==> src/tsts_pkg.sv <==
// shared types and constants of the thread slot table scheduler
package tsts_pkg;

	localparam int NUM_SLOTS = 64;
	localparam int SLOT_W    = 6;
	localparam int CNT_W     = 7;
	localparam int OWNER_W   = 6;

	// request kinds
	localparam logic [1:0] REQ_CREATE = 2'd0;
	localparam logic [1:0] REQ_KILL   = 2'd1;
	localparam logic [1:0] REQ_SCHED  = 2'd2;
	localparam logic [1:0] REQ_SETRUN = 2'd3;

	// slot states
	localparam logic [1:0] SLOT_FREE  = 2'd0;
	localparam logic [1:0] SLOT_ALLOC = 2'd1;
	localparam logic [1:0] SLOT_RUN   = 2'd2;
	localparam logic [1:0] SLOT_ENDED = 2'd3;

	// result status codes
	localparam logic [2:0] STAT_OK    = 3'd0;
	localparam logic [2:0] STAT_NONE  = 3'd1;
	localparam logic [2:0] STAT_KFREE = 3'd2;
	localparam logic [2:0] STAT_ENDED = 3'd3;
	localparam logic [2:0] STAT_FULL  = 3'd4;

	typedef struct packed {
		logic [1:0]         st;
		logic [OWNER_W-1:0] owner;
	} slot_ent_t;

endpackage

==> src/thread_slot_table_scheduler.sv <==
// top level of the thread slot table scheduler
//
// One request enters on the s_ group, one result leaves on the m_ group.
// A transfer happens when tvalid and tready are both high at a clock edge.
// s_tready is high only while the sequencer is idle; one request is in work
// at a time. The slot table (state and owner) and the ended list each live
// in a synchronous ram with registered read data.
// Steps per request:
//   set process bit: write the bit, then result
//   kill: slot read, evaluate, result
//   schedule: one slot per cycle through the scan, then result
//   create: a read and a clear per entry on the ended list for cleanup,
//   then the same scan as schedule
// The cleanup and the scan of the slot ram set the worst case.
// Reset clears all control state; the slot table reads as all free through
// per-slot valid bits, so no clearing pass is needed.
// When m_tready is low, the result holds in the output register; a new
// request is still taken, and its result waits until the register frees.
module thread_slot_table_scheduler (
	input  logic        clk,
	input  logic        arst_n,
	input  logic        s_tvalid,
	output logic        s_tready,
	input  logic [15:0] s_tdata,  // slot_id[5:0], owner_id[11:6], setup_ok[12], proc_run_value[13]
	input  logic [1:0]  s_tuser,  // req_type[1:0]
	output logic        m_tvalid,
	input  logic        m_tready,
	output logic [15:0] m_tdata   // status[2:0], slot_out[8:3], live_count[15:9]
);

	localparam logic [2:0] S_IDLE = 3'd0;
	localparam logic [2:0] S_CLN  = 3'd1;
	localparam logic [2:0] S_CLNW = 3'd2;
	localparam logic [2:0] S_SCAN = 3'd3;
	localparam logic [2:0] S_KRD  = 3'd4;
	localparam logic [2:0] S_KEV  = 3'd5;
	localparam logic [2:0] S_FIN  = 3'd6;

	localparam int SW = tsts_pkg::SLOT_W;
	localparam int CW = tsts_pkg::CNT_W;
	localparam int OW = tsts_pkg::OWNER_W;
	localparam logic [CW-1:0] NSLOT = CW'(tsts_pkg::NUM_SLOTS);

	logic [2:0]    state_q;
	logic [1:0]    req_q;
	logic [SW-1:0] sid_q;
	logic [OW-1:0] own_q;
	logic          ok_q;

	logic [CW-1:0] ecnt_q;
	logic [SW-1:0] hint_q;
	logic [SW-1:0] last_q;
	logic [CW-1:0] live_q;
	logic [tsts_pkg::NUM_SLOTS-1:0] valid_q;
	logic [tsts_pkg::NUM_SLOTS-1:0] prun_q;

	logic [SW-1:0] idx_q;
	logic [CW-1:0] n_q;
	logic          p_s1;
	logic [SW-1:0] addr_s1;

	logic [2:0]    rstat_q;
	logic [SW-1:0] rslot_q;
	logic          m_valid_q;
	logic [15:0]   m_data_q;

	logic                slot_we;
	logic [SW-1:0]       slot_waddr;
	tsts_pkg::slot_ent_t slot_wdata;
	logic [SW-1:0]       slot_raddr;
	tsts_pkg::slot_ent_t slot_rdata;
	tsts_pkg::slot_ent_t eff;

	logic          end_we;
	logic [SW-1:0] end_raddr;
	logic [SW-1:0] end_rdata;

	logic hit;
	logic out_free;

	assign s_tready = (state_q == S_IDLE);
	assign m_tvalid = m_valid_q;
	assign m_tdata  = m_data_q;
	assign out_free = !m_valid_q || m_tready;

	// slot table and ended list
	tsts_ram #(.WIDTH(2 + OW), .DEPTH(tsts_pkg::NUM_SLOTS)) u_slot_ram (
		.clk  (clk),
		.we   (slot_we),
		.waddr(slot_waddr),
		.wdata(slot_wdata),
		.raddr(slot_raddr),
		.rdata(slot_rdata)
	);

	tsts_ram #(.WIDTH(SW), .DEPTH(tsts_pkg::NUM_SLOTS)) u_end_ram (
		.clk  (clk),
		.we   (end_we),
		.waddr(ecnt_q[SW-1:0]),
		.wdata(sid_q),
		.raddr(end_raddr),
		.rdata(end_rdata)
	);

	// entry as seen through the valid bits
	assign eff = valid_q[addr_s1] ? slot_rdata : '0;

	// scan match
	always_comb begin
		if (req_q == tsts_pkg::REQ_CREATE) begin
			hit = p_s1 && (eff.st == tsts_pkg::SLOT_FREE);
		end else begin
			hit = p_s1 && (eff.st == tsts_pkg::SLOT_RUN) && prun_q[eff.owner];
		end
	end

	// ram address and write control
	always_comb begin
		slot_raddr = (state_q == S_KRD) ? sid_q : idx_q;
		end_raddr  = SW'(ecnt_q - CW'(1));
		slot_we    = 1'b0;
		slot_waddr = addr_s1;
		slot_wdata = '0;
		end_we     = 1'b0;
		if (state_q == S_SCAN && hit && req_q == tsts_pkg::REQ_CREATE && ok_q) begin
			slot_we          = 1'b1;
			slot_wdata.st    = tsts_pkg::SLOT_RUN;
			slot_wdata.owner = own_q;
		end
		if (state_q == S_KEV && eff.st != tsts_pkg::SLOT_FREE
			&& eff.st != tsts_pkg::SLOT_ENDED && ecnt_q < NSLOT) begin
			end_we = 1'b1;
			if (eff.st == tsts_pkg::SLOT_RUN) begin
				slot_we          = 1'b1;
				slot_wdata.st    = tsts_pkg::SLOT_ENDED;
				slot_wdata.owner = eff.owner;
			end
		end
	end

	// payload registers of the request
	always_ff @(posedge clk) begin
		if (s_tvalid && s_tready) begin
			req_q <= s_tuser;
			sid_q <= s_tdata[5:0];
			own_q <= s_tdata[11:6];
			ok_q  <= s_tdata[12];
		end
	end

	// sequencer
	always_ff @(posedge clk or negedge arst_n) begin
		if (!arst_n) begin
			state_q   <= S_IDLE;
			ecnt_q    <= '0;
			hint_q    <= '0;
			last_q    <= SW'(tsts_pkg::NUM_SLOTS - 1);
			live_q    <= '0;
			valid_q   <= '0;
			prun_q    <= '0;
			idx_q     <= '0;
			n_q       <= '0;
			p_s1      <= 1'b0;
			addr_s1   <= '0;
			rstat_q   <= tsts_pkg::STAT_OK;
			rslot_q   <= '0;
			m_valid_q <= 1'b0;
			m_data_q  <= '0;
		end else begin
			if (m_valid_q && m_tready && state_q != S_FIN) begin
				m_valid_q <= 1'b0;
			end
			case (state_q)
				S_IDLE: begin
					if (s_tvalid) begin
						n_q  <= '0;
						p_s1 <= 1'b0;
						case (s_tuser)
							tsts_pkg::REQ_CREATE: begin
								idx_q   <= hint_q;
								state_q <= (ecnt_q != '0) ? S_CLN : S_SCAN;
							end
							tsts_pkg::REQ_KILL: begin
								state_q <= S_KRD;
							end
							tsts_pkg::REQ_SCHED: begin
								idx_q   <= last_q + SW'(1);
								state_q <= S_SCAN;
							end
							default: begin
								prun_q[s_tdata[11:6]] <= s_tdata[13];
								rstat_q <= tsts_pkg::STAT_OK;
								rslot_q <= '0;
								state_q <= S_FIN;
							end
						endcase
					end
				end
				S_CLN: begin
					ecnt_q  <= ecnt_q - CW'(1);
					state_q <= S_CLNW;
				end
				S_CLNW: begin
					valid_q[end_rdata] <= 1'b0;
					state_q <= (ecnt_q != '0) ? S_CLN : S_SCAN;
				end
				S_SCAN: begin
					if (hit) begin
						// evaluate side: slot found
						p_s1    <= 1'b0;
						state_q <= S_FIN;
						if (req_q == tsts_pkg::REQ_CREATE) begin
							hint_q <= addr_s1;
							if (ok_q) begin
								valid_q[addr_s1] <= 1'b1;
								if (live_q < NSLOT) begin
									live_q <= live_q + CW'(1);
								end
								rstat_q <= tsts_pkg::STAT_OK;
								rslot_q <= addr_s1;
							end else begin
								valid_q[addr_s1] <= 1'b0;
								rstat_q <= tsts_pkg::STAT_NONE;
								rslot_q <= '0;
							end
						end else begin
							last_q  <= addr_s1;
							rstat_q <= tsts_pkg::STAT_OK;
							rslot_q <= addr_s1;
						end
					end else if (n_q < NSLOT) begin
						// issue side
						addr_s1 <= idx_q;
						p_s1    <= 1'b1;
						idx_q   <= idx_q + SW'(1);
						n_q     <= n_q + CW'(1);
					end else if (p_s1) begin
						p_s1 <= 1'b0;
					end else begin
						rstat_q <= tsts_pkg::STAT_NONE;
						rslot_q <= '0;
						state_q <= S_FIN;
					end
				end
				S_KRD: begin
					addr_s1 <= sid_q;
					state_q <= S_KEV;
				end
				S_KEV: begin
					rslot_q <= '0;
					state_q <= S_FIN;
					if (eff.st == tsts_pkg::SLOT_FREE) begin
						rstat_q <= tsts_pkg::STAT_KFREE;
					end else if (eff.st == tsts_pkg::SLOT_ENDED) begin
						rstat_q <= tsts_pkg::STAT_ENDED;
					end else if (ecnt_q >= NSLOT) begin
						rstat_q <= tsts_pkg::STAT_FULL;
					end else begin
						rstat_q <= tsts_pkg::STAT_OK;
						ecnt_q  <= ecnt_q + CW'(1);
						if (live_q != '0) begin
							live_q <= live_q - CW'(1);
						end
					end
				end
				S_FIN: begin
					// hand the result to the output register
					if (out_free) begin
						m_valid_q <= 1'b1;
						m_data_q  <= {live_q, rslot_q, rstat_q};
						state_q   <= S_IDLE;
					end
				end
				default: begin
					state_q <= S_IDLE;
				end
			endcase
		end
	end

`ifndef SYNTHESIS
	// live counter and ended list never exceed the table size
	a_live_bound: assert property (@(posedge clk) disable iff (!arst_n)
		live_q <= NSLOT) else $error("live counter above slot count");
	a_ecnt_bound: assert property (@(posedge clk) disable iff (!arst_n)
		ecnt_q <= NSLOT) else $error("ended list count above slot count");
	// a slot is only bound on a create whose setup succeeded
	a_bind_ok: assert property (@(posedge clk) disable iff (!arst_n)
		(slot_we && slot_wdata.st == tsts_pkg::SLOT_RUN)
		|-> (req_q == tsts_pkg::REQ_CREATE && ok_q))
		else $error("slot bound without successful setup");
	// a new result is only loaded when the output register is free
	a_out_load: assert property (@(posedge clk) disable iff (!arst_n)
		(state_q == S_FIN && m_valid_q && !m_tready) |=> (state_q == S_FIN))
		else $error("result dropped while output stalled");
`endif

endmodule

==> src/tsts_ram.sv <==
// generic single-write, single-read ram with registered read data
module tsts_ram #(
	parameter int WIDTH = 8,
	parameter int DEPTH = 64
) (
	input  logic                     clk,
	input  logic                     we,
	input  logic [$clog2(DEPTH)-1:0] waddr,
	input  logic [WIDTH-1:0]         wdata,
	input  logic [$clog2(DEPTH)-1:0] raddr,
	output logic [WIDTH-1:0]         rdata
);

	logic [WIDTH-1:0] mem [DEPTH];

	always_ff @(posedge clk) begin
		if (we) begin
			mem[waddr] <= wdata;
		end
		rdata <= mem[raddr];
	end

endmodule

==> config.mk <==
export PLATFORM = sky130hd
export DESIGN_NAME = thread_slot_table_scheduler
export DESIGN_NICKNAME = d
export VERILOG_FILES = /design/src/tsts_pkg.sv /design/src/thread_slot_table_scheduler.sv /design/src/tsts_ram.sv
export SDC_FILE = /design/constraint.sdc
export NUM_CORES = 2
export LEC_CHECK = 0
export BUFFER_PORTS_ARGS = -buffer_cell sky130_fd_sc_hd__buf_2
export CORE_ASPECT_RATIO = 2
export CORE_MARGIN = 2
export CORE_UTILIZATION = 35
export DETAILED_ROUTE_END_ITERATION = 8
export PLACE_DENSITY = 0.53
export SETUP_SLACK_MARGIN = 0.4
export SLEW_MARGIN = 20
export SYNTH_ARGS = -nofsm -noshare
export SYNTH_HDL_FRONTEND = slang
export SYNTH_HIERARCHICAL = 1
export SYNTH_SLANG_ARGS = --single-unit
==> constraint.sdc <==
create_clock -name clk -period 5.3 [get_ports clk]
set_clock_uncertainty 0.05 [all_clocks]
set_input_delay 1.06 -clock clk [delete_from_list [all_inputs] [get_ports clk]]
set_output_delay 1.06 -clock clk [all_outputs]
set_load 0.01 [all_outputs]
# Word-level counts from Yosys, hierarchy flattened
# Memories as Yosys holds them, arrays and structs flattened. A register that Yosys moved wholly into a read port is not among the register bits.
# Cells that the tools add are included.
[totals]
wordCells = 206
input_bits = 22
n_memories = 2
latch_bits = 0
regBits = 218
rom_bits = 0
output_inout_bits = 18
ramBits = 896
[classes]
mux = 88
mul = 0
eq_ne = 28
shift = 0
order_cmp = 11
n_div = 0
n_bitwise = 7
reduce_logical = 44
addsub = 7
[mem_list]
columns = ["name", "words", "word_bits", "rd", "rd_clocked_by_memory_dff", "write_ports", "line", "rtl"]
rows = [
  ["u_slot_ram.mem", 64, 8, 1, 1, 1, "tsts_ram.sv:14", "logic [WIDTH-1:0] mem [DEPTH];"],
  ["u_end_ram.mem", 64, 6, 1, 1, 1, "tsts_ram.sv:14", ""],
]
[ops]
columns = ["op", "n"]
rows = [
  ["two-way mux 64 bit", 3],
  ["AND 64 bit", 2],
  ["NOT 64 bit", 2],
  ["one-hot mux 64 bit (2 select lines)", 1],
  ["two-way mux 7 bit", 14],
  ["two-way mux 6 bit", 13],
  ["bitwise mux 64 bit", 1],
  ["bitwise OR 64 bit", 1],
  ["two-way mux 3 bit", 14],
  ["one-hot mux 7 bit (2 select lines)", 3],
  ["one-hot mux 6 bit (2 select lines)", 3],
  ["two-way mux 8 bit", 4],
  ["less-than comparator 6 x 7 -> 1 bit (second input constant)", 4],
  ["adder 7 x 1 -> 7 bit (second input constant)", 3],
  ["less-than comparator 7 bit (second input constant)", 3],
  ["two-way mux 1 bit", 21],
  ["one-hot mux 3 bit (7 select lines)", 1],
  ["inequality test 2 bit (second input constant)", 10],
  ["demux 1 bit (select 6 bit)", 3],
  ["greater-or-equal comparator 6 x 1 -> 1 bit (second input constant)", 3],
  ["one-hot mux 3 bit (3 select lines)", 2],
  ["one-hot mux 6 bit (3 select lines)", 1],
  ["logical AND 1 bit", 15],
  ["AND reduction 3 bit", 5],
  ["27 further kinds", 53],
]

# Depth between registers and ports, before layout
[logic_depth]
word_depth = 15
ltp_mapped = 20

# Hierarchy
# Netlist, hierarchy kept.
[modules_own_cells]
columns = ["module", "cells_per_inst", "n_inst", "seq_area_each_um2", "area_each_um2"]
rows = [
  ["tsts_ram at u_slot_ram", 940, 1, 15534.9, 20166.8],
  ["tsts_ram at u_end_ram", 722, 1, 11651.2, 15154.5],
  ["thread_slot_table_scheduler", 1210, 1, 5537.8, 12055.3],
]

# Worst setup path after synthesis
# Ideal clock, no wire load.
[synth_timing]
path_type = "flip-flop to flip-flop"
from = "reg addr_s1[0]"
to = "mem u_slot_ram.mem[62][0], enable pin"
period_less_slack_ps = 5879
path_buffers = 2
path_slack_ps = -579
stages_incl_launch_ff = 18
t_required_ps = 4880
t_arrival_ps = 5459
setup_time_ps = 370
path_cell_list = "dfrtp_1 buf_6 buf_4 nand2_1 nor2_2 a221oi_1 o2111a_1 nand2_1 and2_1 inv_1 ha_1 or3_1 nor2_1 and2_1 or2_2 nor2b_1 nand3_1 nor2_1"
[synth_between]
elab_chain_cells = 15
word_cells_on_any_way = 24
classes_between = "eq/ne: 2; mux: 11; reduce/logical: 11"
[synth_lines]
columns = ["item", "line", "rtl"]
rows = [
  ["start, declared", "thread_slot_table_scheduler.sv:60", "logic [SW-1:0] addr_s1;"],
  ["start signal, assigned", "thread_slot_table_scheduler.sv:233", "addr_s1 <= idx_q;"],
  ["start signal, assigned", "thread_slot_table_scheduler.sv:246", "addr_s1 <= sid_q;"],
  ["binary-select mux 1 bit (select 6 bit)", "thread_slot_table_scheduler.sv:106", "assign eff = valid_q[addr_s1] ? slot_rdata : '0;"],
  ["two-way mux 1 bit (not written as such)", "thread_slot_table_scheduler.sv:106", ""],
  ["two-way mux 8 bit", "thread_slot_table_scheduler.sv:106", ""],
  ["binary-select mux 1 bit (select 6 bit) / == test 2 bit (equally long branches)", "thread_slot_table_scheduler.sv:113, thread_slot_table_scheduler.sv:133", ""],
  ["two-way mux 1 bit (not written as such) / logical AND 1 bit (equally long branches)", "thread_slot_table_scheduler.sv:113", "hit = p_s1 && (eff.st == tsts_pkg::SLOT_RUN) && prun_q[eff.owner];"],
  ["logical AND 1 bit", "thread_slot_table_scheduler.sv:113", ""],
  ["two-way mux 1 bit", "thread_slot_table_scheduler.sv:110", "if (req_q == tsts_pkg::REQ_CREATE) begin"],
  ["logical AND 1 bit (3 in a row)", "thread_slot_table_scheduler.sv:125", "if (state_q == S_SCAN && hit && req_q == tsts_pkg::REQ_CREATE && ok_q) begin"],
  ["two-way mux 1 bit", "thread_slot_table_scheduler.sv:125", ""],
  ["two-way mux 1 bit", "thread_slot_table_scheduler.sv:133", "if (eff.st == tsts_pkg::SLOT_RUN) begin"],
  ["two-way mux 1 bit", "thread_slot_table_scheduler.sv:130", "if (state_q == S_KEV && eff.st != tsts_pkg::SLOT_FREE"],
  ["two-way mux 1 bit", "tsts_ram.sv:17", "if (we) begin"],
  ["two-way mux 1 bit (not written as such)", "tsts_ram.sv:18", "mem[waddr] <= wdata;"],
  ["end, declared", "tsts_ram.sv:14", ""],
]
# Parallel ways exist; a longest one is shown, timed or not. The select of a mux whose other input is x is not followed.

# Worst setup path after layout
[layout_timing]
from = "reg addr_s1[0]"
to = "mem u_end_ram/mem[43][5] (netlist bit), enable pin"
[layout_between]
elab_chain_cells = 10
word_cells_on_any_way = 11
classes_between = "eq/ne: 1; mux: 6; reduce/logical: 4"
[layout_lines]
columns = ["item", "line", "rtl"]
rows = [
  ["binary-select mux 1 bit (select 6 bit) (*)", "thread_slot_table_scheduler.sv:106", ""],
  ["two-way mux 1 bit (not written as such) (*)", "thread_slot_table_scheduler.sv:106", ""],
  ["two-way mux 8 bit (*)", "thread_slot_table_scheduler.sv:106", ""],
  ["nonzero test 2 bit", "thread_slot_table_scheduler.sv:130", ""],
  ["logical AND 1 bit", "thread_slot_table_scheduler.sv:130", ""],
  ["logical AND 1 bit (*) (2 in a row)", "thread_slot_table_scheduler.sv:131", "&& eff.st != tsts_pkg::SLOT_ENDED && ecnt_q < NSLOT) begin"],
  ["two-way mux 1 bit (*)", "thread_slot_table_scheduler.sv:130", ""],
  ["net end_we", "thread_slot_table_scheduler.sv:74", "logic end_we;"],
  ["two-way mux 1 bit (*)", "tsts_ram.sv:17", ""],
  ["two-way mux 1 bit (not written as such) (*)", "tsts_ram.sv:18", ""],
  ["end, declared", "tsts_ram.sv:14", ""],
]
# Mark *: on every way through the listed nets, which the timed path passes. The rest lies on a longest branch. The select of a mux whose other input is x is not followed.

==> results.md <==
- LEAKAGE: roughly 17 nW
- Worst hold path type: primary input to async pin
- Hold Vio Cnt, Final: 0
- DP HPWL: 74.56 mm
- Clk_lat worst skew: approximately 0.75 ns
- Synth Instances: between 2k and 3k
- Area Growth Syn to Fin: 14.81%
- Status: complete, no violations
- Core area: 134800 sq um
- Slew Limit Fails: 0
- Crit path DAT: 5.11 ns
- Pre-antenna DRT Iters: 5
- I/O Pins: 40
- Initial detailed-routing violation count: around 2.5k
- Hold-fix buffers at CTS: 0
- CTS Root Buffer Type: clkbuf_16
- Placed cell area: between 50000 and 60000 sq um
- Fmax achieved: roughly 210 MHz
- Fin nets: 3048
- Largest cells by area after synthesis: edfxtp_1, mux4_2, dfrtp_1, mux2_2, nor2_1
- Most common cell on crit path: buf_4
- Largest net degree at the start of global routing: 110
- Main synth FF type: edfxtp_1
- GR peak layer: met2
- GRT Residual Overflow: 0
- Critical Path End Type: flop
- CP Launch Type: flop
- Overall Power: 17.15 mW
- Crit-path slowest cell: nor2_1
- Seq pwr share: 0.551
- Total GRT Usage: 0.1732
- Share of layout cells above drive strength 1: 0.2780
- Fin util: 0.4036
- Post-route setup TNS: 0 ns
- Clock buffer depth: 3
- RSZ-0062 raised after global routing: true
- Placed Cells: 4629
- Row cnt: ~190
- CP delay by family, top: simple AND/OR/NAND/NOR gates
- Avg Vias per Cell: between 5 and 6
- Setup CP Type: flop to flop
- Seq/Total Area, Yosys: 0.6907
- Die Y: approximately 520 um
- Initial antenna violation count: 4
- Post-Layout Cell Count: between 4k and 5k
- Clk sink count: between 1k and 1.5k
- Tmin final: approximately 4.8 ns
- Rel. slew slack: 0.1614
- Finished Cell Area: 54390 sq um
- TritonCTS clock tree: built
- Vias in the first global route: ~27k
- Most common cell after layout, fill and taps aside: edfxtp_1
- Yosys top cell by area: edfxtp_1
- Sw Ratio: 0.2052
- Post-route ant nets: 0
- Clk pwr share: 0.441
- Switching power: between 3 and 4 mW
- Pwr/cell area: 315.3 nW/um^2
- Register bit count reported by yosys: roughly 1.1k
- Ys Warns: 6
- Worst slack at placement: ~0.011 ns
- CP Max Fanout: 8
- Crit path buf inv count: 3
- Routed wire length: roughly 120 mm
- R2r endpoint: u_end_ram/mem[43][5]$_DFFE_PP_
- Initial Utilization: 0.3515
- DR WL/cell: around 25 um
- Synth cell types: 88
- Via count: 26.46k
- Hold Slack: between 0.3 and 0.4 ns
- Period utilization: 0.9082
- Crit path to: u_end_ram/mem[43][5]$_DFFE_PP_
- Worst IR Drop VDD: ~270 uV
- CP cell instances: buf_4 -> mux4_2 -> a22oi_1 -> o311a_1 -> o2111a_2 -> nand2_2 -> and2_1 -> buf_4 -> ha_1 -> or3_1 -> nor2_2 -> buf_4 -> nand3_1 -> nor2_1
- Mean Syn Cell Area: between 15 and 20 sq um
- Number of synthesized flops with an enable pin: 911
- Critical Path Source: addr_s1[0]$_DFFE_PN0P_
- Yosys top cell area share: 0.5774
- Clock-pin slew on the worst setup and hold paths: approximately 0.070 ns
- Die area: about 140000 sq um
- CTS Buf Count: between 100 and 150
- Global Route met2 Usage: 0.2802
- Post-synthesis cell area: roughly 47000 sq um
- Die width: 264.2 um
- Ys async rst share: 0.1800
- R2R Path Start: addr_s1[0]$_DFFE_PN0P_
- Setup slack after layout: roughly 0.49 ns
- Met1 Usage GRT: 0.2379
- Max_cap viols: 0
- Syn Nets: slightly below 3k
- H-tree Lvls: 3
- Global-route wire length before repair: 178.8 mm
- Grt met3 use: 0.03092
- CP required: around 5.6 ns
- Comb pwr share: 0.007
- Int Power: 13.63 mW
- Residual DRC: 0
- Worst reg2reg path depth: 14
- Port bufs: 37
- Final Setup Violations: 0
- Gp weighted congestion: between 0.8 and 0.9
- Register-to-register setup slack: approximately 0.49 ns
- Worst-Margin Slew: between 1 and 1.5 ns
- Most frequent cells in the layout: edfxtp_1, mux4_2, dfrtp_1, nor2_1, a21oi_1
- Slowest stage delay, CP: roughly 0.7 ns
- CP Depth: 14
-- final cells by class --
class	count	area (sq um)
diodes	2	5.005
clock buffers	127	2728
clock inverters	68	714.4
fillers	12359	80390
inverters	20	80.08
multi-input cells	1553	14260
flip-flops and latches	1128	32730
well taps	1737	2173
repair buffers	205	1705
-- logic make-up after synthesis --
kind of cell             share of synthesized area
AND/OR/NAND/NOR                            0.06328
buffers and inverters                      0.01970
AO/OA/AOI/OAI                              0.06101
adder cells (fa/ha/maj)                   0.004120
multiplexers                                0.1573
flip-flops                                  0.6907
XOR/XNOR                                  0.003882
-- how the worst min path moves through the flow --
stage,endpoint,cells past startpoint
after detailed placement,n_q[5]$_DFFE_PN0P_,1
after global routing,async pin,1
after CTS,async pin,1
after floorplan,n_q[5]$_DFFE_PN0P_,1
final,async pin,1
after global placement,n_q[5]$_DFFE_PN0P_,1
-- state kept, by name (all words and copies together) (netlist names), 7 cells and up, named ones only --
signal,count
u_slot_ram/rdata,8
prun_q,64
m_tdata,16
u_end_ram/mem,384
n_q,7
ecnt_q,7
u_slot_ram/mem,512
live_q,7
-- power by group through the flow --
stage | combinational (mW) | clock [mW] | sequential (mW)
CTS | 0.130 | 7.77 | 9.45
global route | 0.140 | 8.10 | 9.45
floorplan | 0.0588 | 0 | 9.64
global placement | 0.129 | 0 | 9.64
detailed placement | 0.129 | 0 | 9.64
finish | 0.126 | 7.57 | 9.46
-- Yosys cell counts, types with 11 or more instances --
cell and count:
a21oi_1 151, a22o_1 17, and2_1 11, and3_1 15
buf_1 11, buf_2 32, buf_4 18, clkbuf_1 97
dfrtp_1 197, dfxtp_1 14, edfxtp_1 911, ha_1 14
inv_1 18, mux2_2 116, mux2i_1 62, mux4_2 242
nand2_1 145, nand2b_1 20, nand3_1 47, nand3b_1 20
nor2_1 229, nor2b_1 38, nor3_1 28, nor3b_1 13
o21ai_0 140, o221ai_1 19, o22ai_1 29, o31ai_1 18
xnor2_1 16
-- per-layer routing --
metal	vias to the layer above	share of wire
li1	11636	-
met1	13830	0.44
met2	808	0.48
met3	182	0.059
met4	6	0.025
met5	-	0.00023
-- what timing repair did --
| action | 4_1_cts | 5_1_grt |
|---|---|---|
| setup endpoints to repair | 721 | 939 |
| pin swaps | 7 | 4 |
| gates resized for setup | 44 | 44 |
| gates cloned | 0 | 1 |
| buffers inserted | 10 | 3 |
No activity file was read; power rests on OpenSTA's default activity.
